===== src/sv/fixed_point_alu_q24_8_defines.svh =====
// ----------------------------------------------------------------------------
// Assertion macros for the Q24.8 fixed-point ALU
// Clocked, reset-qualified concurrent assertion wrappers.
// ----------------------------------------------------------------------------
`ifndef FIXED_POINT_ALU_Q24_8_DEFINES_SVH
`define FIXED_POINT_ALU_Q24_8_DEFINES_SVH

// Assertion on an explicit clock and active-low reset
`define FPA_ASSERT_CLK(lbl, clk, rstn, prop, msg) \
    lbl: assert property (@(posedge clk) disable iff (!rstn) prop) else $error(msg);

// Assertion on the block clock and reset
`define FPA_ASSERT(lbl, prop, msg) \
    `FPA_ASSERT_CLK(lbl, aclk, aresetn, prop, msg)

`endif


===== src/sv/fpa_pkg.sv =====
// ----------------------------------------------------------------------------
// fpa_pkg
// Constants, opcodes and the pipeline record of the fixed-point ALU.
// ----------------------------------------------------------------------------
package fpa_pkg;

    localparam int FRACT_BITS = 8;
    // Width of the doubled divide numerator, one quotient bit per cell
    localparam int NW = 32 + FRACT_BITS + 1;

    localparam logic [3:0] OP_ADD      = 4'd0;
    localparam logic [3:0] OP_SUB      = 4'd1;
    localparam logic [3:0] OP_MUL      = 4'd2;
    localparam logic [3:0] OP_DIV      = 4'd3;
    localparam logic [3:0] OP_EQ       = 4'd4;
    localparam logic [3:0] OP_NE       = 4'd5;
    localparam logic [3:0] OP_GT       = 4'd6;
    localparam logic [3:0] OP_LT       = 4'd7;
    localparam logic [3:0] OP_GE       = 4'd8;
    localparam logic [3:0] OP_LE       = 4'd9;
    localparam logic [3:0] OP_MIN      = 4'd10;
    localparam logic [3:0] OP_MAX      = 4'd11;
    localparam logic [3:0] OP_INC      = 4'd12;
    localparam logic [3:0] OP_DEC      = 4'd13;
    localparam logic [3:0] OP_TO_INT   = 4'd14;
    localparam logic [3:0] OP_FROM_INT = 4'd15;

    localparam logic [1:0] ST_OK   = 2'd0;
    localparam logic [1:0] ST_DIV0 = 2'd1;
    localparam logic [1:0] ST_OVF  = 2'd2;

    typedef struct packed {
        logic [3:0]    cmd;
        logic          neg;      // sign of the saturating result
        logic          use_sat;  // final rounding and saturation apply
        logic [31:0]   res;      // result of the simple operations
        logic          cmp;
        logic [1:0]    status;
        logic [63:0]   prod;     // product, or shifted magnitude for from_int
        logic [31:0]   den;
        logic [31:0]   rem;
        logic [NW-1:0] nq;       // numerator bits out at the top, quotient in below
    } fpa_item_t;

endpackage


===== src/sv/fpa_front.sv =====
// ----------------------------------------------------------------------------
// fpa_front
// Decode of one request: simple operations, magnitudes and the multiply.
// ----------------------------------------------------------------------------
module fpa_front import fpa_pkg::*; (
    input  logic [3:0]  cmd,
    input  logic [31:0] operand_a,
    input  logic [31:0] operand_b,
    output fpa_item_t   item
);

    logic signed [31:0] sa;
    logic signed [31:0] sb;
    logic [31:0]        ma;
    logic [31:0]        mb;
    logic               lt;
    logic               eq;

    assign sa = operand_a;
    assign sb = operand_b;
    assign ma = sa[31] ? (32'd0 - operand_a) : operand_a;
    assign mb = sb[31] ? (32'd0 - operand_b) : operand_b;
    assign lt = sa < sb;
    assign eq = operand_a == operand_b;

    always_comb begin
        item         = '0;
        item.cmd     = cmd;
        item.den     = mb;
        item.rem     = '0;
        item.nq      = {1'b0, ma, {FRACT_BITS{1'b0}}} << 1;
        item.neg     = sa[31] ^ sb[31];
        item.prod    = 64'(ma) * 64'(mb);
        unique case (cmd)
            OP_ADD:    item.res = operand_a + operand_b;
            OP_SUB:    item.res = operand_a - operand_b;
            OP_MUL:    item.use_sat = 1'b1;
            OP_DIV: begin
                if (mb == 32'd0) begin
                    item.status = ST_DIV0;
                end else begin
                    item.use_sat = 1'b1;
                end
            end
            OP_EQ:     item.cmp = eq;
            OP_NE:     item.cmp = !eq;
            OP_GT:     item.cmp = !lt && !eq;
            OP_LT:     item.cmp = lt;
            OP_GE:     item.cmp = !lt;
            OP_LE:     item.cmp = lt || eq;
            OP_MIN:    item.res = lt ? operand_a : operand_b;
            OP_MAX:    item.res = (!lt && !eq) ? operand_a : operand_b;
            OP_INC:    item.res = operand_a + 32'd1;
            OP_DEC:    item.res = operand_a - 32'd1;
            OP_TO_INT: item.res = 32'(sa >>> FRACT_BITS);
            OP_FROM_INT: begin
                item.use_sat = 1'b1;
                item.neg     = sa[31];
                item.prod    = 64'(ma) << FRACT_BITS;
            end
            default:   item.res = '0;
        endcase
    end

endmodule


===== config.mk =====
export PLATFORM = sky130hd
export DESIGN_NAME = fpa_front
export DESIGN_NICKNAME = d
export VERILOG_FILES = /design/src/sv/fixed_point_alu_q24_8_defines.svh /design/src/sv/fpa_pkg.sv /design/src/sv/fpa_front.sv
export SDC_FILE = /design/constraint.sdc
export NUM_CORES = 2
export LEC_CHECK = 0
export ABC_CLOCK_PERIOD_IN_PS = 21600
export BUFFER_PORTS_ARGS = -buffer_cell sky130_fd_sc_hd__buf_4
export CAP_MARGIN = 0
export CORE_UTILIZATION = 60
export DETAILED_ROUTE_END_ITERATION = 16
export PLACE_DENSITY = 0.84
export SKIP_LAST_GASP = 1
export SLEW_MARGIN = 10
export SYNTH_ARGS = -nofsm -noshare
export SYNTH_HDL_FRONTEND = slang
export SYNTH_SLANG_ARGS = --single-unit

===== constraint.sdc =====
create_clock -name vclk -period 21.6
set_input_delay 1.08 -clock vclk [all_inputs]
set_output_delay 1.08 -clock vclk [all_outputs]
set_load 0.02 [all_outputs]

==> results.py <==
metrics = {
    "run_status": {
        "outcome": "finished, final reports clean",
    },
    "clock_network": {
        "cts_hold_buf": 0,
        "post_cts_buffers": 0,
        "cts_resized": 0,
    },
    "flow_run": {
        "cap_violations": 0,
    },
    "place": {
        "placement.cell_area_mm2": 0.0423,
        "gp_congestion": 1.10,
        "io_buffer_count": 236,
        "dpl_hpwl_mm": 119,
    },
    "route": {
        "firstDrtPassIters": 7,
        "routed_wire_length_per_instance_um": 26.0,
        "routed-via-count": 36800,
        "route.antenna.remaining_nets": 0,
        "totalWireLength_mm": 152,
        "drt_first_iter_violations": 3873,
        "detail_route.drc_violations": 0,
        "viasPerCell": 6.29,
    },
    "global_routing": {
        "globalRouteOverflowTotal": 0,
        "number_of_antenna_violations_at_the_first_check_in_global_routing": 6,
        "grt.total_usage_pct": 46.2,
        "wire_length_of_the_first_global_routing_pass_mm": 230,
        "grt_start_max_net_pins": 57,
        "grt_pass1_vias": 38600,
    },
    "logic_synthesis": {
        "yosysSeqAreaShare_pct": 0,
        "yosys.cell_types.count": 80,
        "synth_mux_area_share_pct": 0.331,
        "post_synth_main_area_contributors": "fa_1, ha_1, inv_1",
        "postSynthAreaPerCell_um2": 8.04,
        "synth_adder_area_share_pct": 55.8,
        "synthDominantCellAreaShare_pct": 45.3,
        "yosys_warnings": 0,
        "post_synthesis_cell_area_mm2": 0.0397,
        "yosysTopAreaCell": "fa_1",
        "largest_family_of_logic_cells_by_synthesized_area": "adder cells",
        "synth_compound_gate_area_share_pct": 10.2,
        "synthesis.instances": 4932,
        "yosys.area_share.xor_xnor_pct": 4.08,
        "yosys.area_share.simple_pct": 16.7,
    },
    "worst_setup_path": {
        "critical_path.top_delay_family": "adder cells",
        "timing.setup.critical_path_class": "primary input to primary output",
        "timing.critical_path.buf_inv": 8,
        "critPathRequiredTime_ps": 20520,
        "cp_data_arrival_time_ps": 12980,
        "timing.critical_path.slowest_cell_delay_ps": 780,
        "worstSetupStartpointType": "primary input",
        "crit_end_category": "primary output",
        "crit_fanout": 26,
        "critical_path.most_common_cell": "fa_1",
        "master_of_the_slowest_instance_on_the_critical_path": "clkinv_1",
    },
    "finish": {
        "signed_area_change_from_the_synthesized_netlist_to_the_final_layout_pct": 6.71,
        "seq_area_um2": 0,
        "drive_above_1_share_pct": 7.97,
        "final_design_area_no_fill_mm2": 0.0423,
        "clock_buffers": 0,
        "sequential_cell_total": 0,
        "design.final.nets": 6295,
    },
    "die": {
        "die-width_um": 259,
        "area_of_the_die_mm2": 0.0671,
        "core_mm2": 0.0649,
        "io_pins": 278,
        "floorplan.die.height_um": 259,
        "fp-row-count": 93,
        "start_util_pct": 61.1,
    },
    "timing": {
        "final.hold.worst_slack_ps": 2450,
        "final-max-slew-violation-count": 0,
        "final_report_setup_violation_count": 0,
        "grt_setup_unrepaired": "no",
        "finalWorstPathRequiredPeriod_ps": 14060,
        "worst_slew_pin_slew_ps": 1230,
        "final.setup.tns_ps": 0,
        "hold_viol_final": 0,
        "max_slew_margin_pct": 17.6,
        "max_freq_mhz": 71.1,
        "final_cycle_share_pct": 65.1,
    },
    "worst_hold_path": {
        "worstHoldPathType": "primary input to primary output",
    },
}
metal layers:
layer  track usage [%]  routed length [µm]  vias up
met1              57.0               52500    18100
met3              12.9               19800      843
li1                  -                   -    15200
met5                 0                  26        -
met2              70.4               66300     2721
met4              32.1               13700        4
synthesized netlist by cell type, types with 24 or more instances:
| library cell | n |
|---|---|
| nand2_1 | 628 |
| xnor2_1 | 114 |
| o211ai_1 | 24 |
| nand3_1 | 44 |
| a21oi_1 | 165 |
| o21ai_0 | 135 |
| buf_4 | 48 |
| o21a_1 | 26 |
| and2_1 | 38 |
| nand4_1 | 36 |
| nor2_1 | 668 |
| fa_1 | 898 |
| ha_1 | 331 |
| nor3_1 | 36 |
| a21o_1 | 66 |
| inv_1 | 984 |
| xor2_1 | 66 |
| clkbuf_1 | 238 |
through the flow:
step                std cells  utilization [%]  worst slack, ps
floorplan                4973                -             9950
global placement         5851             65.2             8320
detailed placement       5851             65.2             7970
CTS                      5851             65.2             7900
global route             5851             65.2             7090
finish                   5854             65.2             7540
kinds of logic (layout without fill, tap and decap cells):
logic type,Yosys count,after routing
mux,13,13
xor+xnor,182,182
buf+inv,1308,1331
simple gates,1579,1579
other cells,1,45
compound gates,620,620
fa+ha+maj,1229,1229
area by class of cell:
cell class / count / area (µm²)
well taps: 855 / 1070
inverters: 1005 / 3770
diodes: 3 / 7.51
fillers: 5561 / 22600
multi-input cells: 3665 / 35000
repair buffers: 326 / 2450
path summary, 6_finish.rpt:
| check | startpoint | to | slack [ps] | depth (start not counted) |
|---|---|---|---|---|
| hold / removal | cmd[2] | item[208] | 2450 | 2 |
| setup / recovery | operand_b[0] | item[168] | 7540 | 34 |
cells in the final DEF (no fill, tap or decap), types with 12 or more instances in the layout:
cell type and count:
nor3_1 36, a21oi_1 165, nor4_1 20, a31oi_1 23
inv_1 984, o21bai_1 20, nor2_1 667, nand4_1 36
a21o_1 66, and3_1 14, xnor2_2 27, buf_4 326
xor2_2 12, nand2_1 628, xnor2_1 88, nand2b_1 17
nand3_1 44, or3_1 19, conb_1 42, mux2i_1 12
nor2b_1 18, and2_1 39, a222oi_1 16, a22oi_1 15
a211oi_1 16, o211ai_1 24, xor2_1 53, o21ai_0 135
clkinv_1 16, fa_1 898, o21a_1 26, o31ai_1 15
ha_1 331
