$ cat src/sv/fixed_point_alu_q24_8_defines.svh
// ----------------------------------------------------------------------------
// Assertion macros for the Q24.8 fixed-point ALU
// Clocked, reset-qualified concurrent assertion wrappers.
// ----------------------------------------------------------------------------
`ifndef FIXED_POINT_ALU_Q24_8_DEFINES_SVH
`define FIXED_POINT_ALU_Q24_8_DEFINES_SVH

// Assertion on an explicit clock and active-low reset
`define FPA_ASSERT_CLK(lbl, clk, rstn, prop, msg) \
    lbl: assert property (@(posedge clk) disable iff (!rstn) prop) else $error(msg);

// Assertion on the block clock and reset
`define FPA_ASSERT(lbl, prop, msg) \
    `FPA_ASSERT_CLK(lbl, aclk, aresetn, prop, msg)

`endif

$ cat src/sv/fpa_pkg.sv
// ----------------------------------------------------------------------------
// fpa_pkg
// Constants, opcodes and the pipeline record of the fixed-point ALU.
// ----------------------------------------------------------------------------
package fpa_pkg;

    localparam int FRACT_BITS = 8;
    // Width of the doubled divide numerator, one quotient bit per cell
    localparam int NW = 32 + FRACT_BITS + 1;

    localparam logic [3:0] OP_ADD      = 4'd0;
    localparam logic [3:0] OP_SUB      = 4'd1;
    localparam logic [3:0] OP_MUL      = 4'd2;
    localparam logic [3:0] OP_DIV      = 4'd3;
    localparam logic [3:0] OP_EQ       = 4'd4;
    localparam logic [3:0] OP_NE       = 4'd5;
    localparam logic [3:0] OP_GT       = 4'd6;
    localparam logic [3:0] OP_LT       = 4'd7;
    localparam logic [3:0] OP_GE       = 4'd8;
    localparam logic [3:0] OP_LE       = 4'd9;
    localparam logic [3:0] OP_MIN      = 4'd10;
    localparam logic [3:0] OP_MAX      = 4'd11;
    localparam logic [3:0] OP_INC      = 4'd12;
    localparam logic [3:0] OP_DEC      = 4'd13;
    localparam logic [3:0] OP_TO_INT   = 4'd14;
    localparam logic [3:0] OP_FROM_INT = 4'd15;

    localparam logic [1:0] ST_OK   = 2'd0;
    localparam logic [1:0] ST_DIV0 = 2'd1;
    localparam logic [1:0] ST_OVF  = 2'd2;

    typedef struct packed {
        logic [3:0]    cmd;
        logic          neg;      // sign of the saturating result
        logic          use_sat;  // final rounding and saturation apply
        logic [31:0]   res;      // result of the simple operations
        logic          cmp;
        logic [1:0]    status;
        logic [63:0]   prod;     // product, or shifted magnitude for from_int
        logic [31:0]   den;
        logic [31:0]   rem;
        logic [NW-1:0] nq;       // numerator bits out at the top, quotient in below
    } fpa_item_t;

endpackage

$ cat src/sv/fpa_back.sv
// ----------------------------------------------------------------------------
// fpa_back
// Rounding, saturation and the output register of the result stream.
// ----------------------------------------------------------------------------
`include "fixed_point_alu_q24_8_defines.svh"

module fpa_back import fpa_pkg::*; (
    input  logic        aclk,
    input  logic        aresetn,
    input  logic        in_valid,
    output logic        in_ready,
    input  fpa_item_t   in_item,
    output logic        m_tvalid,
    input  logic        m_tready,
    output logic [31:0] result_value,
    output logic        compare_true,
    output logic [1:0]  status
);

    localparam logic [63:0] HALF    = (64'd1 << FRACT_BITS) >> 1;
    localparam logic [63:0] POS_MAX = 64'h0000_0000_7FFF_FFFF;
    localparam logic [63:0] NEG_MAG = 64'h0000_0000_8000_0000;

    logic        valid_reg;
    logic        valid_next;
    logic [31:0] res_reg;
    logic [31:0] res_next;
    logic        cmp_reg;
    logic        cmp_next;
    logic [1:0]  status_reg;
    logic [1:0]  status_next;
    logic [63:0] mag;
    logic [NW:0] qdiv;

    assign in_ready = !valid_reg || m_tready;

    always_comb begin
        qdiv = ({1'b0, in_item.nq} + (NW+1)'(1)) >> 1;
        if (in_item.cmd == OP_DIV) begin
            mag = 64'(qdiv);
        end else if (in_item.cmd == OP_MUL) begin
            mag = (in_item.prod + HALF) >> FRACT_BITS;
        end else begin
            mag = in_item.prod;
        end
        res_next    = in_item.res;
        cmp_next    = in_item.cmp;
        status_next = in_item.status;
        if (in_item.use_sat) begin
            if (in_item.neg) begin
                if (mag > NEG_MAG) begin
                    res_next    = NEG_MAG[31:0];
                    status_next = ST_OVF;
                end else begin
                    res_next = 32'(64'd0 - mag);
                end
            end else if (mag > POS_MAX) begin
                res_next    = POS_MAX[31:0];
                status_next = ST_OVF;
            end else begin
                res_next = mag[31:0];
            end
        end
        valid_next = in_ready ? in_valid : valid_reg;
    end

    always_ff @(posedge aclk) begin
        if (!aresetn) begin
            valid_reg <= 1'b0;
        end else begin
            valid_reg <= valid_next;
        end
    end

    always_ff @(posedge aclk) begin
        if (in_ready) begin
            res_reg    <= res_next;
            cmp_reg    <= cmp_next;
            status_reg <= status_next;
        end
    end

    assign m_tvalid     = valid_reg;
    assign result_value = res_reg;
    assign compare_true = cmp_reg;
    assign status       = status_reg;

    `FPA_ASSERT(a_cmp_zero, (m_tvalid && compare_true) |-> (result_value == 32'd0), "cmp nonzero")
    `FPA_ASSERT(a_status_code, m_tvalid |-> (status != 2'd3), "bad status")
    `FPA_ASSERT(a_div0_zero, (m_tvalid && status == ST_DIV0) |-> (result_value == 32'd0), "div0")

endmodule
$ cat config.mk
export PLATFORM = sky130hd
export DESIGN_NAME = fpa_back
export DESIGN_NICKNAME = d
export VERILOG_FILES = /design/src/sv/fpa_pkg.sv /design/src/sv/fpa_back.sv
export VERILOG_INCLUDE_DIRS = /design/src /design/src/sv
export SDC_FILE = /design/constraint.sdc
export NUM_CORES = 1
export LEC_CHECK = 0
export BUFFER_PORTS_ARGS = -buffer_cell sky130_fd_sc_hd__clkbuf_2
export CORE_MARGIN = 8
export CORE_UTILIZATION = 50
export DETAILED_ROUTE_END_ITERATION = 6
export PLACE_DENSITY = 0.83
export REMOVE_ABC_BUFFERS = 1
export SYNTH_ARGS = -nofsm -noshare
export SYNTH_HDL_FRONTEND = slang
export SYNTH_SLANG_ARGS = --single-unit
$ cat constraint.sdc
create_clock -name aclk -period 5.6 [get_ports aclk]
set_clock_uncertainty 0.15 [all_clocks]
set_input_delay 0.84 -clock aclk [delete_from_list [all_inputs] [get_ports aclk]]
set_output_delay 0.84 -clock aclk [all_outputs]
set_load 0.02 [all_outputs]
==> impl_metrics.ini <==
[routing]
vias_per_cell = 6.68
via_count = 7538
firstDrtPassIters = 5
drcViolationCount = 0
wl_per_cell_um = 19.6
dr.first_iter.drc_count = 1018
wl_um = 22100
ant_nets = 0

[timing]
worstMarginPinSlew_ps = 857
period_share_pct = 87.3
max_freq_mhz = 205
setup_violations = 0
finalCriticalPeriod_ps = 4890
hold_ws_ps = 584
setup_tns_ps = 0
rsz0062_at_grt = false
slew_viol_final = 0
relSlewSlack_pct = 42.9
hold_violations = 0

[worst_setup_path]
crit_path_max_fanout = 19
worst-setup-path-type = in -> reg
cp_data_required_time_ps = 5530
arrival_ps = 4820
worstSetupStartpointType = input port
cp-end-kind = flip-flop

[cells_and_area]
synthToLayoutAreaGrowth_pct = 22.9
largest_reg_flops = 32
nets = 1202
fin_area_um2 = 7290
fin_util_pct = 63.3
final_cell_mix = 186 x clkbuf_2, 75 x nor2_1, 70 x nand2_1, 57 x nand3_1, 39 x xnor2_1
drive_gt1_share_pct = 27.7
final_common_cell = clkbuf_2
n_antenna_cell = 0

[grt]
gr-total-overflow = 0
grt_pass1_vias = 6955
antenna_found_initial = 0
grt.total_usage_pct = 26.8
grt_pass1_wl_um = 35100
grt_max_degree = 50

[logic_synthesis]
syn_area_um2 = 5930
synth.area.top_cells = edfxtp_1 18%, xnor2_1 5.8%, nand3_1 4.8%
ys_seq_area_share_pct = 18.1
ys_seq_elements = 36
synth_cells = 803
avgSynthCellArea_um2 = 7.39
yosys.area.top_type = edfxtp_1
synth_edf_count = 35
synthFlopType = edfxtp_1
synthArstFlopShare_pct = 0
netlist-cell-type-count = 78
synth_warnings = 0
synth_top_area_share_pct = 17.7

[floorplanning]
fp-row-count = 39
die_y_um = 125
ioPinCount = 251
die_x_um = 125
die_area_um2 = 15600
core_um2 = 11500
start_util_pct = 51.5

[pwr]
p_leak_nw = 2.79
clkPwrFrac_pct = 30.3
seqPwrFrac_pct = 31.6
internal_power_uw = 684
power_density_nw_per_um2 = 143
vdd_drop_max_mv = 0.0928
switching_share_pct = 34.6
p_switching_uw = 362
p_comb_share_pct = 38.1

[clock_network]
hold_buffers = 0
clock_latency_ps = 280
cts_setup_buffers = 0
post_cts_resized = 0
cts_buffers = 5
clkTransAtPathRegs_ps = 50
cts_sinks = 36
cts_root_buf = clkbuf_16
cts_tree = done
clockBufferDepth = 2
htree_levels = 2

[place]
hpwl_um = 17400
numPortBuffers = 186
place.gp.congestion = 0.986
dpl_cell_area_um2 = 7130

[status]
status = completed

[flow_run]
drv_cap = 0

[min_path]
hp-class = in -> reg
==> through the flow <==
step / setup slack [ps] / cells / power [mW]
floorplan: 161 / 754 / 0.541
global placement: 619 / 1120 / 0.718
detailed placement: 541 / 1120 / 0.725
CTS: 829 / 1128 / 1.04
global route: 516 / 1128 / 1.09
finish: 711 / 1128 / 1.05
==> cells in the mapped netlist (all sizes together) (20+ instances only) <==
cell / count
o211ai: 21
nor4: 34
nand3: 57
xnor2: 39
edfxtp: 35
and4: 20
nand2: 70
nor2: 76
clkbuf: 35
a31oi: 25
xor2: 23
nor3: 38
a21oi: 23
nand4: 41
inv: 20
==> final cells by class <==
cell class	count	area, um2
multi-input combinational	697	4580
fill	1050	4220
timing repair buffer	223	1220
sequential	36	1070
tap	143	179
clock buffer	6	129
inverter	21	78.8
clock inverter	2	35.0
==> power groups by stage <==
stage          registers (mW)  clock network, mW  logic (mW)
2_1_floorplan           0.368                  0       0.173
3_5_place_dp            0.337                  0       0.388
3_3_place_gp            0.335                  0       0.382
6_report                0.331              0.317       0.399
5_1_grt                 0.333              0.330       0.430
4_1_cts                 0.331              0.319       0.390
==> logic make-up after synthesis <==
| group | Yosys count | synth area share, % |
|---|---|---|
| flip-flops | 36 | 18.1 |
| multiplexers | 13 | 2.28 |
| XOR/XNOR | 62 | 9.15 |
| buffers and inverters | 70 | 5.00 |
| AND/OR/NAND/NOR | 435 | 41.7 |
| adder cells (fa/ha/maj) | 4 | 0.844 |
| AO/OA/AOI/OAI | 183 | 23.0 |
==> final timing paths <==
check	start	endpoint	slack, ps	cells after the start
max reg2reg	m_tvalid$_SDFFE_PN0P_	result_value[18]$_DFFE_PP_	4300	2
max	in_item[112]	result_value[10]$_DFFE_PP_	710	12
min	in_item[171]	compare_true$_DFFE_PP_	580	1
min reg2reg	m_tvalid$_SDFFE_PN0P_	result_value[25]$_DFFE_PP_	740	2
==> metal layers <==
metal / routed length (um) / GRT usage, %
met5: 0 / 0
met4: 596 / 9.96
met3: 2410 / 5.86
met2: 9880 / 41.8
met1: 9220 / 35.3
==> worst max-delay path: stages <==
cell,delay (ps)
clkbuf_2,140
ha_1,200
nand3_1,270
nor4_2,450
a31oi_1,130
or3b_2,450
a31oi_1,440
nand2_1,230
nor4b_1,410
a31o_2,520
nand2_1,380
o221ai_1,360
No activity file was read; power rests on OpenSTA's default activity.
