### config.mk
export PLATFORM = sky130hd
export DESIGN_NAME = fpa_div_cell
export DESIGN_NICKNAME = d
export VERILOG_FILES = /design/src/sv/fixed_point_alu_q24_8_defines.svh /design/src/sv/fpa_pkg.sv /design/src/sv/fpa_div_cell.sv
export SDC_FILE = /design/constraint.sdc
export NUM_CORES = 1
export LEC_CHECK = 0
export ABC_AREA = 1
export BUFFER_PORTS_ARGS = -buffer_cell sky130_fd_sc_hd__buf_2
export CAP_MARGIN = 10
export CORE_MARGIN = 10
export CORE_UTILIZATION = 43
export DETAILED_ROUTE_END_ITERATION = 8
export GPL_TIMING_DRIVEN = 0
export PLACE_DENSITY = 0.81
export SKIP_LAST_GASP = 1
export SLEW_MARGIN = 40
export SYNTH_ARGS = -nofsm -noshare
export SYNTH_HDL_FRONTEND = slang
export SYNTH_SLANG_ARGS = --single-unit
### constraint.sdc
create_clock -name aclk -period 5.3 [get_ports aclk]
set_input_delay 0.265 -clock aclk [delete_from_list [all_inputs] [get_ports aclk]]
set_output_delay 0.265 -clock aclk [all_outputs]
set_load 0.005 [all_outputs]
### src/sv/fixed_point_alu_q24_8_defines.svh
// ----------------------------------------------------------------------------
// Assertion macros for the Q24.8 fixed-point ALU
// Clocked, reset-qualified concurrent assertion wrappers.
// ----------------------------------------------------------------------------
`ifndef FIXED_POINT_ALU_Q24_8_DEFINES_SVH
`define FIXED_POINT_ALU_Q24_8_DEFINES_SVH

// Assertion on an explicit clock and active-low reset
`define FPA_ASSERT_CLK(lbl, clk, rstn, prop, msg) \
    lbl: assert property (@(posedge clk) disable iff (!rstn) prop) else $error(msg);

// Assertion on the block clock and reset
`define FPA_ASSERT(lbl, prop, msg) \
    `FPA_ASSERT_CLK(lbl, aclk, aresetn, prop, msg)

`endif

### src/sv/fpa_pkg.sv
// ----------------------------------------------------------------------------
// fpa_pkg
// Constants, opcodes and the pipeline record of the fixed-point ALU.
// ----------------------------------------------------------------------------
package fpa_pkg;

    localparam int FRACT_BITS = 8;
    // Width of the doubled divide numerator, one quotient bit per cell
    localparam int NW = 32 + FRACT_BITS + 1;

    localparam logic [3:0] OP_ADD      = 4'd0;
    localparam logic [3:0] OP_SUB      = 4'd1;
    localparam logic [3:0] OP_MUL      = 4'd2;
    localparam logic [3:0] OP_DIV      = 4'd3;
    localparam logic [3:0] OP_EQ       = 4'd4;
    localparam logic [3:0] OP_NE       = 4'd5;
    localparam logic [3:0] OP_GT       = 4'd6;
    localparam logic [3:0] OP_LT       = 4'd7;
    localparam logic [3:0] OP_GE       = 4'd8;
    localparam logic [3:0] OP_LE       = 4'd9;
    localparam logic [3:0] OP_MIN      = 4'd10;
    localparam logic [3:0] OP_MAX      = 4'd11;
    localparam logic [3:0] OP_INC      = 4'd12;
    localparam logic [3:0] OP_DEC      = 4'd13;
    localparam logic [3:0] OP_TO_INT   = 4'd14;
    localparam logic [3:0] OP_FROM_INT = 4'd15;

    localparam logic [1:0] ST_OK   = 2'd0;
    localparam logic [1:0] ST_DIV0 = 2'd1;
    localparam logic [1:0] ST_OVF  = 2'd2;

    typedef struct packed {
        logic [3:0]    cmd;
        logic          neg;      // sign of the saturating result
        logic          use_sat;  // final rounding and saturation apply
        logic [31:0]   res;      // result of the simple operations
        logic          cmp;
        logic [1:0]    status;
        logic [63:0]   prod;     // product, or shifted magnitude for from_int
        logic [31:0]   den;
        logic [31:0]   rem;
        logic [NW-1:0] nq;       // numerator bits out at the top, quotient in below
    } fpa_item_t;

endpackage

### src/sv/fpa_div_cell.sv
// ----------------------------------------------------------------------------
// fpa_div_cell
// One restoring divide step and one pipeline slot with its own handshake.
// ----------------------------------------------------------------------------
module fpa_div_cell import fpa_pkg::*; (
    input  logic      aclk,
    input  logic      aresetn,
    input  logic      in_valid,
    output logic      in_ready,
    input  fpa_item_t in_item,
    output logic      out_valid,
    input  logic      out_ready,
    output fpa_item_t out_item
);

    logic      valid_reg;
    logic      valid_next;
    fpa_item_t item_reg;
    fpa_item_t item_next;
    logic [32:0] r2;
    logic        qbit;

    assign in_ready = !valid_reg || out_ready;

    always_comb begin
        r2        = {in_item.rem, in_item.nq[NW-1]};
        qbit      = r2 >= {1'b0, in_item.den};
        item_next = in_item;
        item_next.rem = qbit ? 32'(r2 - {1'b0, in_item.den}) : r2[31:0];
        item_next.nq  = {in_item.nq[NW-2:0], qbit};
        valid_next    = in_ready ? in_valid : valid_reg;
    end

    always_ff @(posedge aclk) begin
        if (!aresetn) begin
            valid_reg <= 1'b0;
        end else begin
            valid_reg <= valid_next;
        end
    end

    // Hold the slot while downstream stalls
    always_ff @(posedge aclk) begin
        if (in_ready) begin
            item_reg <= item_next;
        end
    end

    assign out_valid = valid_reg;
    assign out_item  = item_reg;

endmodule

==> metrics, run 1 <==
outcome finished, final reports clean; P&R area growth vs syn 54.38%; IO Pins 426; top-count cell post-synth nand2_1; Die Ht 168.9 um; crit-path max FO 10; Pleak 7.257 nW; TritonCTS clock tree yes; sequential fraction of the synthesis area 66.32%; synth warn 0; Synth top area share between 60% and 70%; vias in the first global route 8889; CP Launch Type input pin; pre-CTS setup slack 2.980 ns; Seq. cell area 6326 um^2; largest net degree at the start of global routing 66; asr flop ratio synth 0%; clock net sink count 211; Avg Inst Size Synth 11.00 um^2; Initial Util 43.71%; wire per inst 21.69 um; hold_sp aresetn; Layout fillers 1618; Hold EP out_valid; Seq cells post-synth 211; TritonCTS buffer count 24; antenna violations before repair 13; Syn Std Cell Area roughly 9500 um^2; max-slew violations 0; share of layout cells above drive strength 1 33.42%; RSZ-0062 raised after global routing false; full die area 28540 um^2; Mapped Nets 1114; I/O Buffers 425; worst r2r dst out_item[154]; Post-Route WL 39150 um; Detailed Place HPWL 28550 um; cell row count 54; gr ovfl total 0; Setup TNS Final 0 ns; Post-Synthesis Cells 867; max cap viols 0; pwr/cell area slightly above 300 nW/um^2; Die X 168.9 um; Hold Path Stages 2; R2R depth 3; CTS clock-pin slew for the worst setup and hold paths 0.06 ns; Critical Path Sink Type flip-flop; vias around 9000; CTS root buf clkbuf_16; worst hold path type input pin to flip-flop; critical path class input pin to flip-flop; detail-routed via count per cell about 4.8; fin crit share roughly 46%; clock buffer depth 3; Post-route DRC 0; GPL Wtd Cong 0.9395; R2R Path Start out_valid; top area cells in the synthesized netlist edfxtp_1, nand2_1, inv_1, ha_1, nand3_1; final net count 1745; CTS H-tree depth 1; FMAX about 0.4 GHz; ANT nets after route 0; Yosys cell types 31; Final Skew 0.01931 ns; Hold Vio Cnt, Final 0; top cells by count, synth nand2_1, edfxtp_1, inv_1; Clock Latency Late Sink 0.51 ns; reg2reg setup slack 3.63 ns; Worst Path Arrival approximately 2.7 ns; area of the multi-input gates 2570 um^2; peak supply drop 0.2208 mV; min Tclk post-route 2.445 ns; Pre-antenna DRT Iters 5; crit path setup slack, layout 2.855 ns; post-CTS sizing 0; Slew @ Worst Pin between 0.3 and 0.4 ns; Synth Flop Type edfxtp_1; first-pass GRT wire length 56600 um; Core Area 21820 um^2; initial DRC count ~770; Final setup viols 0; Yosys top cell by area edfxtp_1; fin util a little under 70%; Slew Limit Headroom 75.88%; Post-synth EDFFs 210; CP required approximately 5.6 ns; GRT Overall Usage a little over a quarter
==> stage by stage <==
step	cells	instance area [um^2]	total power (W)	hold slack [ns]
after floorplan	867	9542	0.002410	0.3639
after global placement	1572	12020	0.002753	0.4416
after detailed placement	1575	12120	0.002773	0.4434
after CTS	1794	14700	0.004587	0.05015
after global routing	1803	14720	0.004761	0.04085
final	1805	14730	0.004581	0.06571
==> cell usage in the layout (no fill, tap or decap), types with 3 or more instances in the layout <==
| master | synthesis | routed |
|---|---|---|
| clkbuf_16 | 0 | 25 |
| nand3_1 | 52 | 52 |
| dlygate4sd3_1 | 0 | 177 |
| and2_1 | 8 | 8 |
| edfxtp_1 | 210 | 210 |
| diode_2 | 0 | 11 |
| nand2_1 | 277 | 276 |
| a21oi_1 | 21 | 21 |
| nor2_1 | 34 | 34 |
| buf_16 | 0 | 3 |
| ha_1 | 32 | 32 |
| inv_1 | 151 | 151 |
| nand3b_1 | 10 | 10 |
| nor2_2 | 5 | 5 |
| clkbuf_1 | 0 | 5 |
| nand3_2 | 16 | 16 |
| xor2_1 | 13 | 13 |
| buf_2 | 7 | 432 |
| bufinv_16 | 0 | 4 |
| nor3_1 | 6 | 6 |
| nand2_2 | 4 | 4 |
| clkinv_2 | 0 | 3 |
| inv_2 | 3 | 3 |
| clkinv_1 | 0 | 3 |
==> repair_timing <==
action	4_1_cts	5_1_grt
hold endpoints to repair	177	0
setup buffers	0	0
hold buffers	177	0
==> registers in the layout (all words and copies together), names as in the netlist <==
register / cells
out_valid: 1
out_item: 210
==> how the worst max path moves through the flow <==
stage / cells past startpoint / slack (ns) / start / endpoint
4_1_cts: 14 / 2.92 / in_item[93] / out_item[67]
6_report: 14 / 2.85 / in_item[93] / out_item[51]
2_1_floorplan: 2 / 1.95 / out_valid / out_valid
5_1_grt: 14 / 2.73 / in_item[94] / out_item[51]
3_5_place_dp: 13 / 2.98 / in_item[93] / out_item[67]
3_3_place_gp: 4 / 0.47 / out_ready / out_valid
==> worst max-delay path, stage by stage <==
cell	delay (ns)
dlygate4sd3_1	0.54
buf_2	0.12
inv_1	0.05
ha_1	0.35
nand2_1	0.11
nor2_1	0.24
nand2_1	0.15
nor2_2	0.17
nand2_1	0.07
nand3_1	0.12
nor2_4	0.08
buf_2	0.22
nand3_1	0.12
nand2_1	0.08
==> per-layer routing <==
layer	vias up	GRT usage, %	routed length, um
met4	6	11.96	1941
li1	4110	-	-
met1	4022	28.63	13880
met2	507	46.27	19840
met5	-	0	39
met3	101	6.948	3449
==> layout make-up <==
type                            instances  share of cell area (%)
Tap cell                              280                   2.379
Multi-Input combinational cell        492                   17.45
Clock inverter                         11                   1.045
Buffer                                 10                  0.5523
Antenna cell                           11                  0.1869
Inverter                              154                   3.925
Sequential cell                       211                   42.96
Timing Repair Buffer                  605                   27.03
Clock buffer                           31                   4.469
==> kinds of logic (layout without fill, tap and decap cells) <==
logic type	Yosys count	after routing	share of synthesized area, %
fa+ha+maj	33	33	4.407
simple gates	420	420	19.71
other cells	0	11	0
flops	211	211	66.32
compound gates	25	25	1.364
buf+inv	164	811	6.912
xor+xnor	14	14	1.285
==> report_power, final <==
group	switching, W	internal (W)	leakage [nW]
clock network	0.000644	0.00106	0.394
registers	0.0000424	0.00201	2.19
logic	0.000458	0.000365	4.68
total	0.00114	0.00344	7.26
Power figures use the tool's default switching activity.
==> run 2, diff against run 1 <==
--- a/config.mk
+++ b/config.mk
@@ -5,14 +5,14 @@
 export SDC_FILE = /design/constraint.sdc
 export NUM_CORES = 1
 export LEC_CHECK = 0
-export ABC_AREA = 1
+export ABC_AREA = 0
 export BUFFER_PORTS_ARGS = -buffer_cell sky130_fd_sc_hd__buf_2
 export CAP_MARGIN = 10
 export CORE_MARGIN = 10
-export CORE_UTILIZATION = 43
+export CORE_UTILIZATION = 41
 export DETAILED_ROUTE_END_ITERATION = 8
 export GPL_TIMING_DRIVEN = 0
-export PLACE_DENSITY = 0.81
+export PLACE_DENSITY = 0.8
 export SKIP_LAST_GASP = 1
 export SLEW_MARGIN = 40
 export SYNTH_ARGS = -nofsm -noshare
==> constraint.sdc (replaced) <==
create_clock -name aclk -period 2.05 [get_ports aclk]
set_input_delay 0.1025 -clock aclk [delete_from_list [all_inputs] [get_ports aclk]]
set_output_delay 0.1025 -clock aclk [all_outputs]
set_load 0.005 [all_outputs]
==> run 2 against run 1 <==
  * The flow now finishes with violations (setup timing)
  * Cell count is 15% lower
  * Global-route usage shrank 0.72 points
  * Flip-flop and latch count stayed put
  * Critical path depth decreased by 1
  * Die area decreased by 5.5%
  * Synthesized cell count down 36%
  * Critical path type unchanged
  * Critical endpoint is now out_item[64]
==> metrics, run 2 <==
Yosys cell types 49 (was 31); Sw Pwr 0.002923 W (was 0.001145 W); TritonCTS clock tree yes (unchanged); Slew @ Worst Pin 0.4808 ns (was 0.3618 ns); Pre-antenna DRT Iters 6 (was 5); Die Ht 164.3 um (was 168.9 um); CTS root buf clkbuf_16 (unchanged); top cells by count, synth edfxtp_1, a21oi_1, inv_1 (was nand2_1, edfxtp_1, inv_1); fin util 72.01% (was 67.48%); gr ovfl total 0 (unchanged); failing checks setup timing; max-slew violations 0 (unchanged); detail-routed via count per cell 5.130 (was 4.845); CTS H-tree depth 1 (unchanged); CTS clock-pin slew for the worst setup and hold paths 0.06 ns (about the same); Int Pwr 0.008474 W (was 0.003436 W); Syn Std Cell Area 8532 um^2 (was 9539 um^2); Die X 164.3 um (was 168.9 um); most frequent cells in the layout buf_2, edfxtp_1, dlygate4sd3_1 (was buf_2, nand2_1, edfxtp_1); outcome finished with violations (was finished, final reports clean); fin crit share 116.6%; Critical Path Sink Type flip-flop (unchanged); CP Launch Type input pin (unchanged); Post-Synthesis Cells 555 (was 867); pwr/cell area 777.2 nW/um^2 (was 311.1 nW/um^2); pre-CTS setup slack -1.420 ns (was 2.980 ns); Final setup viols 33 (was 0); Post-route DRC 0 (unchanged); Initial Util 41.90% (was 43.71%); Avg Inst Size Synth 15.37 um^2 (was 11.00 um^2); vias in the first global route 8028 (was 8889); critical path class input pin to flip-flop (unchanged); Clock Latency Late Sink 0.50 ns (was 0.51 ns); full die area 26980 um^2 (was 28540 um^2); Post-Route WL 36890 um (was 39150 um); GPL Wtd Cong 0.9233 (was 0.9395); Detailed Place HPWL 24740 um (was 28550 um); Post-synth EDFFs 210 (unchanged); Synth Flop Type edfxtp_1 (unchanged); hold_sp in_item[49] (was aresetn); hold slack 0.05409 ns (was 0.06571 ns); initial DRC count 613 (was 769); Crit. Startpoint in_item[80] (was in_item[93]); crit path setup slack, layout -0.3411 ns (was 2.855 ns); Core Area 20360 um^2 (was 21820 um^2); Synth top area share 73.91% (was 66.11%); max reg flops 210 (unchanged); top area cells in the synthesized netlist edfxtp_1, ha_1, a21oi_1, inv_1, nor2_1 (was edfxtp_1, nand2_1, inv_1, ha_1, nand3_1); sequential fraction of the synthesis area 74.15% (was 66.32%); P&R area growth vs syn 71.89% (was 54.38%); max cap viols 0 (unchanged); vias 7900 (was 8746); min Tclk post-route 2.391 ns; share of layout cells above drive strength 1 44.70% (was 33.42%); FMAX 0.4182 GHz; RSZ-0062 raised after global routing true (was false); wire per inst 23.95 um (was 21.69 um); Final Skew 0.007269 ns (was 0.01931 ns); combinational fraction of design power 20.4% (was 18.0%); Pleak 6.496 nW (was 7.257 nW); antenna violations before repair 6 (was 13); most common cell after layout, fill and taps aside buf_2 (unchanged); ANT nets after route 0 (unchanged); I/O Buffers 425 (unchanged); R2R Path Start out_valid (unchanged); worst hold path type input pin to flip-flop (unchanged); Layout fillers 1265 (was 1618); largest net degree at the start of global routing 48 (was 66); top-count cell post-synth edfxtp_1 (was nand2_1); CP required 2.30 ns (was 5.55 ns); synth warn 0 (unchanged); TritonCTS buffer count 23 (was 24); cell row count 52 (was 54); asr flop ratio synth 0% (unchanged); clock buffer depth 3 (unchanged); Seq cells post-synth 211 (unchanged); Hold Vio Cnt, Final 0 (unchanged); sequential power share 46.6% (was 44.7%); Worst Path Arrival 2.64 ns (was 2.70 ns); Clk pwr share 33.0% (was 37.3%); first-pass GRT wire length 51740 um (was 56600 um); peak supply drop 0.6501 mV (was 0.2208 mV); final net count 1494 (was 1745); crit-path max FO 6 (was 10); Slew Limit Headroom 67.73% (was 75.88%); sw frac 25.65% (was 24.99%); IO Pins 426 (unchanged); Mapped Nets 802 (was 1114); GRT Overall Usage 25.43% (was 26.14%); Yosys top cell by area edfxtp_1 (unchanged); clock net sink count 211 (unchanged)
-- run 2: through the flow --
stage	power, W	instance area [um^2]	std cells	setup TNS [ns]
floorplan	0.006166	8698	555	-54.94
global placement	0.007010	11160	1250	-183.60
detailed placement	0.007073	11260	1255	-44.70
CTS	0.01126	14350	1523	-11.11
global route	0.01182	14660	1539	-11.89
finish	0.01140	14670	1540	-8.512
-- run 2: power by group through the flow --
stage	Combinational, W	Clock, W	Sequential, W
final	0.00232	0.00376	0.00531
after global routing	0.00247	0.00401	0.00534
after CTS	0.00215	0.00382	0.00529
after detailed placement	0.00170	0	0.00538
after global placement	0.00164	0	0.00537
after floorplan	0.000712	0	0.00545
-- run 2: critical path, cell delays in order --
cell and delay, ns:
buf_12 0.09, inv_12 0.03, ha_4 0.28, nand4_1 0.12, or4_4 0.57, a21oi_4 0.16
nor3_4 0.08, a211oi_4 0.30, o21ai_4 0.09, o31ai_4 0.20, buf_6 0.16, buf_12 0.14
mux2_4 0.31
-- run 2: final cells by class --
class | count | area (um^2) | area share, %
Antenna cell | 6 | 15.01 | 0.1024
Buffer | 9 | 78.83 | 0.5375
Clock buffer | 28 | 594.3 | 4.053
Clock inverter | 14 | 90.09 | 0.6143
Inverter | 39 | 161.4 | 1.101
Multi-Input combinational cell | 290 | 2395 | 16.33
Sequential cell | 211 | 6327 | 43.14
Tap cell | 270 | 337.8 | 2.304
Timing Repair Buffer | 673 | 4666 | 31.81
-- run 2: kinds of logic (layout without fill, tap and decap cells) --
kind of cell / Yosys count / in the layout / share of synthesized area, %
multiplexers: 12 / 12 / 1.554
buffers and inverters: 54 / 763 / 2.566
adder cells (fa/ha/maj): 33 / 33 / 4.927
flip-flops: 211 / 211 / 74.15
other: 0 / 6 / 0
AO/OA/AOI/OAI: 119 / 119 / 8.784
XOR/XNOR: 27 / 27 / 2.772
AND/OR/NAND/NOR: 99 / 99 / 5.250
-- run 2: final timing paths --
kind              slack [ns]  cells after the start             to
hold / removal          0.05                      3   out_item[50]
setup / recovery       -0.34                     13   out_item[64]
setup reg to reg        0.27                      4      out_valid
hold reg to reg         0.90                      1  out_item[201]
-- run 2: per-layer routing --
metal,vias to the layer above,wire length [um],track usage (%)
met4,2,2173,13.04
met2,512,18830,44.66
met1,3785,12400,27.90
met3,120,3470,6.408
li1,3481,-,-
met5,-,13,0
-- run 2: repair_timing --
action / CTS / global route
gates cloned: 1 / 1
pin swaps: 20 / 20
endpoints found under the hold margin: 208 / 0
buffers inserted: 21 / 12
setup endpoints to repair: 33 / 33
hold buffers: 209 / 0
gates resized for setup: 40 / 42
==> run 3, diff against run 2 <==
--- a/config.mk
+++ b/config.mk
@@ -5,14 +5,14 @@
 export SDC_FILE = /design/constraint.sdc
 export NUM_CORES = 1
 export LEC_CHECK = 0
-export ABC_AREA = 0
+export ABC_AREA = 1
 export BUFFER_PORTS_ARGS = -buffer_cell sky130_fd_sc_hd__buf_2
 export CAP_MARGIN = 10
 export CORE_MARGIN = 10
-export CORE_UTILIZATION = 41
+export CORE_UTILIZATION = 43
 export DETAILED_ROUTE_END_ITERATION = 8
 export GPL_TIMING_DRIVEN = 0
-export PLACE_DENSITY = 0.8
+export PLACE_DENSITY = 0.81
 export SKIP_LAST_GASP = 1
 export SLEW_MARGIN = 40
 export SYNTH_ARGS = -nofsm -noshare
==> run 3 against run 2 <==
  * The flow now finishes without violations
  * Worst hold slack improved by 0.11 ns
  * Utilization decreased by 2.6 points
  * Critical path depth unchanged
  * Combinational power down 3%
  * Clock-buffer cell count down 5
  * Clock skew rose by 0.0054 ns
  * Global-route usage grew 0.79 points
  * Via count rose by 14%
  * Wire length increased by 8.4%
  * First-iteration DRC count up 28%
  * Maximum frequency is 21% higher
  * Register-to-register slack is essentially flat
  * Critical path type unchanged
  * Largest cell class unchanged
==> metrics, run 3 (same netlist as run 1, synthesis figures left out) <==
Setup TNS Final 0 ns (was -8.512 ns); CTS H-tree depth 1 (unchanged); cell row count 54 (was 52); outcome finished, final reports clean (was finished with violations); Detailed Place HPWL 28080 um (was 24740 um); reg2reg setup slack 0.26 ns (was 0.27 ns); pwr/cell area 756.9 nW/um^2 (was 777.2 nW/um^2); Pre-antenna DRT Iters 5 (was 6); most common cell after layout, fill and taps aside buf_2 (unchanged); CTS clock-pin slew for the worst setup and hold paths 0.07 ns (was 0.06 ns); I/O Buffers 425 (unchanged); Critical Path Sink Type flip-flop (unchanged); Sw Pwr 0.003069 W (was 0.002923 W); pre-CTS setup slack -0.1083 ns (was -1.420 ns); Final Skew 0.01263 ns (was 0.007269 ns); clock buffer depth 3 (unchanged); FMAX 0.5055 GHz (was 0.4182 GHz); peak supply drop 0.6244 mV (was 0.6501 mV); first-pass GRT wire length 57270 um (was 51740 um); post-CTS setup buffer count 0 (was 21); detail-routed via count per cell 4.937 (was 5.130); Int Pwr 0.008400 W (was 0.008474 W); IO Pins 426 (unchanged); TritonCTS buffer count 22 (was 23); critical path class input pin to flip-flop (unchanged); clock net sink count 211 (unchanged); Crit. Startpoint in_item[50] (was in_item[80]); Die Ht 168.9 um (was 164.3 um); max incr delay on CP 0.55 ns (was 0.57 ns); Post-Route WL 39990 um (was 36890 um); R2R depth 4 (unchanged); full die area 28540 um^2 (was 26980 um^2); vias 9039 (was 7900); P&R area growth vs syn 58.84% (was 71.89%); initial DRC count 783 (was 613); Clock Latency Late Sink 0.50 ns (about the same); Critical Path Slowest Stage Cell dlygate4sd3_1 (was or4_4); max reg flops 210 (unchanged); ANT nets after route 0 (unchanged); WP buf/inv 4 (unchanged); post-route insts no fill 1831 (was 1540); largest net degree at the start of global routing 65 (was 48); crit path setup slack, layout 0.07160 ns (was -0.3411 ns); stages on the worst setup path 13 (unchanged); Largest delay share family, worst path buffers and inverters (was simple AND/OR/NAND/NOR gates); vias in the first global route 9103 (was 8028); antenna violations before repair 9 (was 6); GRT Overall Usage 26.22% (was 25.43%); min Tclk post-route 1.978 ns (was 2.391 ns); sw frac 26.76% (was 25.65%); Die X 168.9 um (was 164.3 um); wire per inst 21.84 um (was 23.95 um); max-slew violations 0 (unchanged); R2R Path Start out_valid (unchanged); final net count 1777 (was 1494); CP required 2.30 ns (about the same); fin util 69.43% (was 72.01%); Layout fillers 1502 (was 1265); fin crit share 96.51% (was 116.6%); Final setup viols 0 (was 33); share of layout cells above drive strength 1 34.61% (was 44.70%); Worst Path Arrival 2.23 ns (was 2.64 ns); post-placement cell count 1575 (was 1255); Tot Pwr 0.01147 W (was 0.01140 W); hold_sp out_ready (was in_item[49]); Clk pwr share 34.1% (was 33.0%); gr ovfl total 0 (unchanged); max cap viols 0 (unchanged); most frequent cells in the layout buf_2, nand2_1, dlygate4sd3_1 (was buf_2, edfxtp_1, dlygate4sd3_1); Hold Vio Cnt, Final 0 (unchanged); Core Area 21820 um^2 (was 20360 um^2); Pleak 7.397 nW (was 6.496 nW); Hold Path Stages 3 (unchanged); Slew @ Worst Pin 0.3554 ns (was 0.4808 ns); CP Launch Type input pin (unchanged); Post-route DRC 0 (unchanged); Critical Path Most Common Cell nand2_1 (was buf_12); sequential power share 46.2% (was 46.6%); combinational fraction of design power 19.7% (was 20.4%); worst hold path type input pin to flip-flop (unchanged); CP Cell Sequence dlygate4sd3_1, buf_2, ha_4, nand2_1, inv_1, nand2_1, inv_1, a21oi_1, nand2_4, nand2_1, nand3b_1, nand3_2, nand2_1 (was buf_12, inv_12, ha_4, nand4_1, or4_4, a21oi_4, nor3_4, a211oi_4, o21ai_4, o31ai_4, buf_6, buf_12, mux2_4); Slew Limit Headroom 76.31% (was 67.73%); Initial Util 43.71% (was 41.90%); TritonCTS clock tree yes (unchanged); GPL Wtd Cong 0.9141 (was 0.9233); crit-path max FO 4 (was 6); CTS root buf clkbuf_16 (unchanged)
## run 3: changes by cell type in the layout (fill, tap and decap cells not counted), moves of 11 or more
cell,delta
o21ai_0,-12
buf_4,-31
nand2_1,+239
a21o_1,-13
a21oi_1,-29
nand3_2,+18
nand2_2,+11
xnor2_1,-13
nand3_1,+41
inv_1,+120
## run 3: area by class of cell
type | count | area (um^2) | area share, %
Antenna cell | 5 | 12.51 | 0.08258
Buffer | 10 | 107.6 | 0.7102
Clock buffer | 23 | 575.6 | 3.799
Clock inverter | 17 | 132.6 | 0.8753
Inverter | 154 | 578.1 | 3.815
Multi-Input combinational cell | 492 | 2748 | 18.13
Sequential cell | 211 | 6326 | 41.75
Tap cell | 280 | 350.3 | 2.312
Timing Repair Buffer | 639 | 4322 | 28.52
## run 3: routing by layer
metal | up-vias | GRT usage (%) | share of wire, %
met5 | - | 0 | 0.13
met4 | 10 | 10.94 | 4.6
met3 | 94 | 6.021 | 8.6
met2 | 467 | 47.18 | 52
met1 | 4297 | 29.05 | 35
li1 | 4171 | - | -
## run 3: power groups by stage
stage               sequential, W  clock (W)  combinational, W
floorplan                 0.00543          0          0.000787
global placement          0.00536          0           0.00174
detailed placement        0.00536          0           0.00180
CTS                       0.00528    0.00394           0.00214
global route              0.00533    0.00414           0.00244
finish                    0.00530    0.00392           0.00226
## run 3: through the flow
| stage | hold WS [ns] | area, um^2 |
|---|---|---|
| 6_report | 0.1650 | 15150 |
| 2_1_floorplan | 0.2014 | 9555 |
| 5_1_grt | 0.1887 | 15150 |
| 4_1_cts | 0.1473 | 14940 |
| 3_5_place_dp | 0.2808 | 12120 |
| 3_3_place_gp | 0.2794 | 12030 |
## run 3: path summary, 6_finish.rpt
kind / to
setup reg to reg: out_valid
hold / removal: out_item[88]
hold reg to reg: out_item[88]
setup / recovery: out_item[63]
## run 3: repair_timing
item | CTS | global route
hold buffers | 211 | 0
resized for setup | 0 | 47
endpoints found under the hold margin | 210 | 0
endpoints found under the setup margin | 0 | 31
## run 3: worst register-to-register path, stage by stage (launching register included)
cell and delay (ns):
dfxtp_1 0.37, nand2_8 0.25, buf_16 0.33, a21boi_0 0.15, dlygate4sd3_1 0.58
